--- src/hw/rtl/hvd_pkg.sv ---
`default_nettype none
// ----------------------------------------------------------------------------
// hvd_pkg: shared types and constants of the great-circle distance pipeline
// Fixed-point formats, the CORDIC arctangent steps and the register and zone
// codes.
// ----------------------------------------------------------------------------
package hvd_pkg;

  // CORDIC datapath word: Q2.30 plus guard bits, signed.
  localparam int CW = 34;
  typedef logic signed [CW-1:0] cw_t;

  // Unsigned Q1.30 value in the range 0..1.
  typedef logic [30:0] q30_t;

  localparam q30_t Q30_ONE = 31'h4000_0000;

  // Initial x of the rotation CORDIC: inverse of the CORDIC gain in Q2.30.
  localparam cw_t CORDIC_GAIN_INV = 34'sd652032874;

  // Number of result bits of the square root (root of up to 2^60).
  localparam int SQRT_BITS = 31;
  localparam int SQRT_RW = 63;

  // Half-unit count to Q2.30 angle: pi * 2^60 / 3600000, split into halves.
  localparam logic [63:0] ANGLE_K = 64'h3243_F6A8_885A_308D / 64'd3600000;
  localparam logic [19:0] ANGLE_K_LO = ANGLE_K[19:0];
  localparam logic [19:0] ANGLE_K_HI = ANGLE_K[39:20];

  localparam logic [16:0] TWO_RADIUS_DKM = 17'd127420;
  localparam logic [17:0] DIST_MAX = 18'd200150;

  localparam logic signed [20:0] LAT_MAX = 21'sd900000;
  localparam logic signed [21:0] LON_MAX = 22'sd1800000;
  localparam logic [20:0] HALF_TURN = 21'd1800000;

  // Configuration register indexes.
  localparam logic [1:0] REG_OBS_LAT = 2'd0;
  localparam logic [1:0] REG_OBS_LON = 2'd1;
  localparam logic [1:0] REG_NEAR = 2'd2;
  localparam logic [1:0] REG_APPROACH = 2'd3;

  // Zone codes.
  localparam logic [1:0] ZONE_NEAR = 2'd0;
  localparam logic [1:0] ZONE_APPROACH = 2'd1;
  localparam logic [1:0] ZONE_FAR = 2'd2;

  localparam cw_t ATAN_TAB [10] = '{
    34'sd843314857, 34'sd497837829, 34'sd263043837, 34'sd133525159,
    34'sd67021687, 34'sd33543516, 34'sd16775851, 34'sd8388437,
    34'sd4194283, 34'sd2097149
  };

  // atan(2^-i) in Q2.30; beyond the table it equals 2^-i.
  function automatic cw_t atan_step(input int i);
    cw_t r;
    r = '0;
    if (i < 10) begin
      r = ATAN_TAB[i];
    end else if (i <= 30) begin
      r = cw_t'(64'sd1 <<< (30 - i));
    end
    return r;
  endfunction

endpackage
`default_nettype wire

--- src/hw/rtl/hvd_isqrt.sv ---
`default_nettype none
// ----------------------------------------------------------------------------
// hvd_isqrt: pipelined integer square root, floor
// One result bit per register stage, most significant bit first.
// ----------------------------------------------------------------------------
module hvd_isqrt (
  input  logic                           clk,
  input  logic                           en,
  input  logic [hvd_pkg::SQRT_RW-1:0]    n_in,
  output logic [hvd_pkg::SQRT_BITS-1:0]  root_out
);
  import hvd_pkg::*;

  logic [SQRT_RW-1:0] rem_q [SQRT_BITS];
  logic [SQRT_BITS-1:0] root_q [SQRT_BITS];

  for (genvar j = 0; j < SQRT_BITS; j++) begin : g_stage
    localparam int K = SQRT_BITS - 1 - j;
    logic [SQRT_RW-1:0] rem_i, trial;
    logic [SQRT_BITS-1:0] root_i;

    if (j == 0) begin : g_first
      assign rem_i = n_in;
      assign root_i = '0;
    end else begin : g_next
      assign rem_i = rem_q[j-1];
      assign root_i = root_q[j-1];
    end

    // Growth of the square when bit K is set: 2*root*2^K + 2^(2K).
    assign trial = (SQRT_RW'(root_i) << (K + 1)) + (SQRT_RW'(1) << (2 * K));

    always_ff @(posedge clk) begin
      if (en) begin
        if (rem_i >= trial) begin
          rem_q[j] <= rem_i - trial;
          root_q[j] <= root_i | (SQRT_BITS'(1) << K);
        end else begin
          rem_q[j] <= rem_i;
          root_q[j] <= root_i;
        end
      end
    end
  end

  assign root_out = root_q[SQRT_BITS-1];

endmodule
`default_nettype wire

--- config.mk ---
export PLATFORM = sky130hd
export DESIGN_NAME = hvd_isqrt
export DESIGN_NICKNAME = d
export VERILOG_FILES = /design/src/hw/rtl/hvd_pkg.sv /design/src/hw/rtl/hvd_isqrt.sv
export SDC_FILE = /design/constraint.sdc
export NUM_CORES = 2
export LEC_CHECK = 0
export BUFFER_PORTS_ARGS = -buffer_cell sky130_fd_sc_hd__buf_2
export CAP_MARGIN = 20
export CORE_MARGIN = 1
export CORE_UTILIZATION = 40
export CTS_BUF_LIST = sky130_fd_sc_hd__clkbuf_8
export CTS_CLUSTER_SIZE = 12
export DETAILED_ROUTE_END_ITERATION = 12
export GPL_TIMING_DRIVEN = 0
export PLACE_DENSITY = 0.59
export RECOVER_POWER = 100
export SETUP_SLACK_MARGIN = 0.1
export SLEW_MARGIN = 25
export SYNTH_ARGS = -nofsm -noshare
export SYNTH_HDL_FRONTEND = slang
export SYNTH_SLANG_ARGS = --single-unit
--- constraint.sdc ---
create_clock -name clk -period 13.35 [get_ports clk]
set_input_delay 2.67 -clock clk [delete_from_list [all_inputs] [get_ports clk]]
set_output_delay 2.67 -clock clk [all_outputs]
set_load 0.02 [all_outputs]
==> qor.csv <==
stage,metric,value,unit
timing,final worst-path cycle share,70.2,%
route,drt via density,5.54,
grt,pin count of the biggest net entering global routing,58,
setup_path,Crit Path Category,input port to register,
clocking,clk sinks,2386,
synth,register area share after synthesis,61.7,%
route,WL final,327000,um
timing,worst relative slew slack,-101,%
setup_path,crit-path leading delay family,buffers and inverters,
layout,multi-input logic area,41300,um2
setup_path,WP data required,13.94,ns
pwr,Tot Pwr,21.3,mW
synth,post-synth top area cell,edfxtp_1,
synth,Yosys cell types,84,
worst_hold_path,Hold Path Class,register to register,
floorplan,Rows,197,
timing,RSZ-0062 raised after global routing,false,
route,drt first pass iters,6,
layout,final net count,10568,
placement,number of instances in the placed design,13351,
route,"antenna viol nets, final",0,
floorplan,# IOs,96,
floorplan,Starting Density,40.3,%
timing,"Hold Vio Cnt, Final",0,
synth,YS warnings,0,
synth,register bit total from synthesis,2386,
route,DRT iter0 DRCs,7394,
outcome,failing checks,"max-capacitance violations, max-slew violations",
synth,Mapped Avg Cell Area,12.3,um2
floorplan,CORE AREA,288000,um2
setup_path,CP Launch Type,input port,
grt,GRT Total Usage,21.9,%
clocking,H-Tree Depth,5,
placement,worst slack at placement,6.15,ns
timing,minimum clock period,9.37,ns
synth,Post-synth EDFFs,2386,
synth,Synth Flop Type,edfxtp_1,
grt,GRT overflow,0,
timing,Max Freq,107,MHz
synth,ys async rst share,0,%
setup_path,CP bufs+invs,7,
layout,sequential cell area,71600,um2
setup_path,most frequent CP cell,clkbuf_1,
clocking,"CTS clk-pin slew, worst paths",0.06,ns
timing,fin. max-slew vios,2147,
layout,non-filler instance count after layout,14093,
setup_path,Worst setup EP type,register,
clocking,maximum root-to-sink buffer count,4,
setup_path,CP cell instances,"clkbuf_1, clkbuf_1, clkbuf_1, clkbuf_1, clkbuf_1, clkbuf_1, clkbuf_1",
timing,Setup Viol. Count Final,0,
synth,Synth Net Count,10026,
clocking,# hold bufs at CTS,0,
timing,setup TNS,0,ns
pwr,worst vdd ir,98.2,uV
setup_path,max incr delay on CP,1.79,ns
setup_path,Worst path slowest cell,clkbuf_1,
floorplan,Die X,541,um
clocking,Skew-Pair Late Insertion Delay,1.11,ns
timing,final worst slack,3.98,ns
synth,Mapped Area,116000,um2
timing,worst-case clock skew,0.149,ns
layout,area grow syn2layout,11.3,%
clocking,CTS tree,built,
route,drt drc,0,
setup_path,Critical Path AT,9.96,ns
pwr,LEAKAGE,47.9,nW
grt,first-pass GRT wire length,486000,um
route,via count,78080,
floorplan,DIE AREA,293000,um2
synth,Cells after Synth,9436,
synth,Synth top area share,61.7,%
clocking,PostCTS Resize Cnt,0,
grt,initial antenna violation count,9,
layout,layout cells sized above 1,6.47,%
outcome,status,"finished, violations left",
pwr,PwrDens,164,nW/um2
placement,Final GP Congestion,0.939,
clocking,Post-CTS Repair Setup Buffers,0,
placement,Post-DP HPWL,254000,um
clocking,root buf cell,clkbuf_8,
layout,fill count,26384,
synth,top post-synthesis cells by area,"edfxtp_1 (62%), ha_1 (5.7%), xnor2_1 (3.3%)",
placement,Port Buffers,94,
timing,worst-margin pin slew,3.01,ns
clocking,CTS Buf Count,405,
floorplan,die height,541,um
job,max-cap violations,55,
grt,number of global-route vias before repair,76237,
setup_path,CP max FO,47,
route,routed len/inst,23.2,um
-- layout make-up --
type                       count  area share [%]
antenna                        2         0.00387
clock buffer                 411            4.37
buffer                       234           0.682
timing repair buffer         135           0.452
tap                         3781            3.66
inverter                     645            1.87
sequential                  2386            55.4
multi-input combinational   6171            31.9
clock inverter               328            1.63
-- cells in the final DEF, fill, tap and decap left out, drive strengths merged, types with 364 or more instances in the layout --
master / instances
xnor2: 433
ha: 525
nor2: 544
nand2: 710
inv: 762
nor4: 364
edfxtp: 2386
o21ai: 543
a21oi: 454
clkbuf: 750
xor2: 417
-- state kept, by name, summed over array words and instances (netlist names) --
register,flops
rem_q,1890
root_q,496
-- kinds of logic (layout without fill, tap and decap cells) --
family | Yosys count | count (layout) | share of synthesized area, %
mux | 63 | 63 | 0.603
fa+ha+maj | 525 | 525 | 5.65
buf+inv | 879 | 1753 | 2.86
flops | 2386 | 2386 | 61.7
other cells | 0 | 2 | 0
xor+xnor | 850 | 850 | 6.41
compound gates | 1809 | 1809 | 9.76
simple gates | 2924 | 2924 | 13.1
-- report_power, final --
part	internal, mW	total [mW]	switching [mW]
clock network	3.31	6.38	3.06
logic	1.71	4.60	2.89
registers	9.47	10.3	0.809
-- path summary, 6_finish.rpt --
kind,slack [ns],start,endpoint,depth (start not counted)
worst min-delay path,0.37,rem_q[0][315]$_DFFE_PP_,rem_q[0][378]$_DFFE_PP_,0
worst min register to register,0.37,rem_q[0][315]$_DFFE_PP_,rem_q[0][378]$_DFFE_PP_,0
worst max-delay path,3.98,en,rem_q[1][41]$_DFFE_PP_,7
worst max register to register,5.84,rem_q[1][729]$_DFFE_PP_,rem_q[1][787]$_DFFE_PP_,9
-- per-layer routing --
metal	track usage (%)	share of wire, %	wire (um)	up-vias
met5	0	0.0021	7	-
met2	34.0	44	144000	2613
met1	31.5	46	152000	38403
met4	6.43	2.9	9380	2
li1	-	-	-	36596
met3	3.57	6.6	21600	466
-- worst reg2reg max path: stages (launching register included) --
cell and delay [ns]:
edfxtp_1 0.50, nor4_1 0.80, nand4b_1 0.43, nor4_1 1.30
o41ai_1 0.67, a211oi_1 1.85, clkbuf_1 0.82, clkbuf_1 0.58
nand2_1 0.11, o21ai_0 0.20
-- cells in the mapped netlist (all sizes together), types with 47 or more instances --
cell type,instances
or4,78
mux2,53
nand2b,115
clkbuf,211
or3,92
inv,645
a31oi,55
edfxtp,2386
xor2,417
nand2,710
xnor2,433
o21ai,543
nor4,364
a21oi,454
and3,62
nor4b,55
a211oi,49
nor2b,76
nor3,273
nand4,153
ha,525
o21a,102
nor2,544
nand3,169
o31ai,47
o21bai,51
a21o,249
-- metrics by stage --
step / cell area (um2) / hold WS [ns] / utilization, %
floorplan: 116000 / 0.417 / -
global placement: 121000 / 0.426 / 42.1
detailed placement: 123000 / 0.428 / 42.5
CTS: 130000 / 0.362 / 45.2
global route: 129000 / 0.353 / 44.8
finish: 129000 / 0.365 / 44.8
No activity file was read; power rests on OpenSTA's default activity.
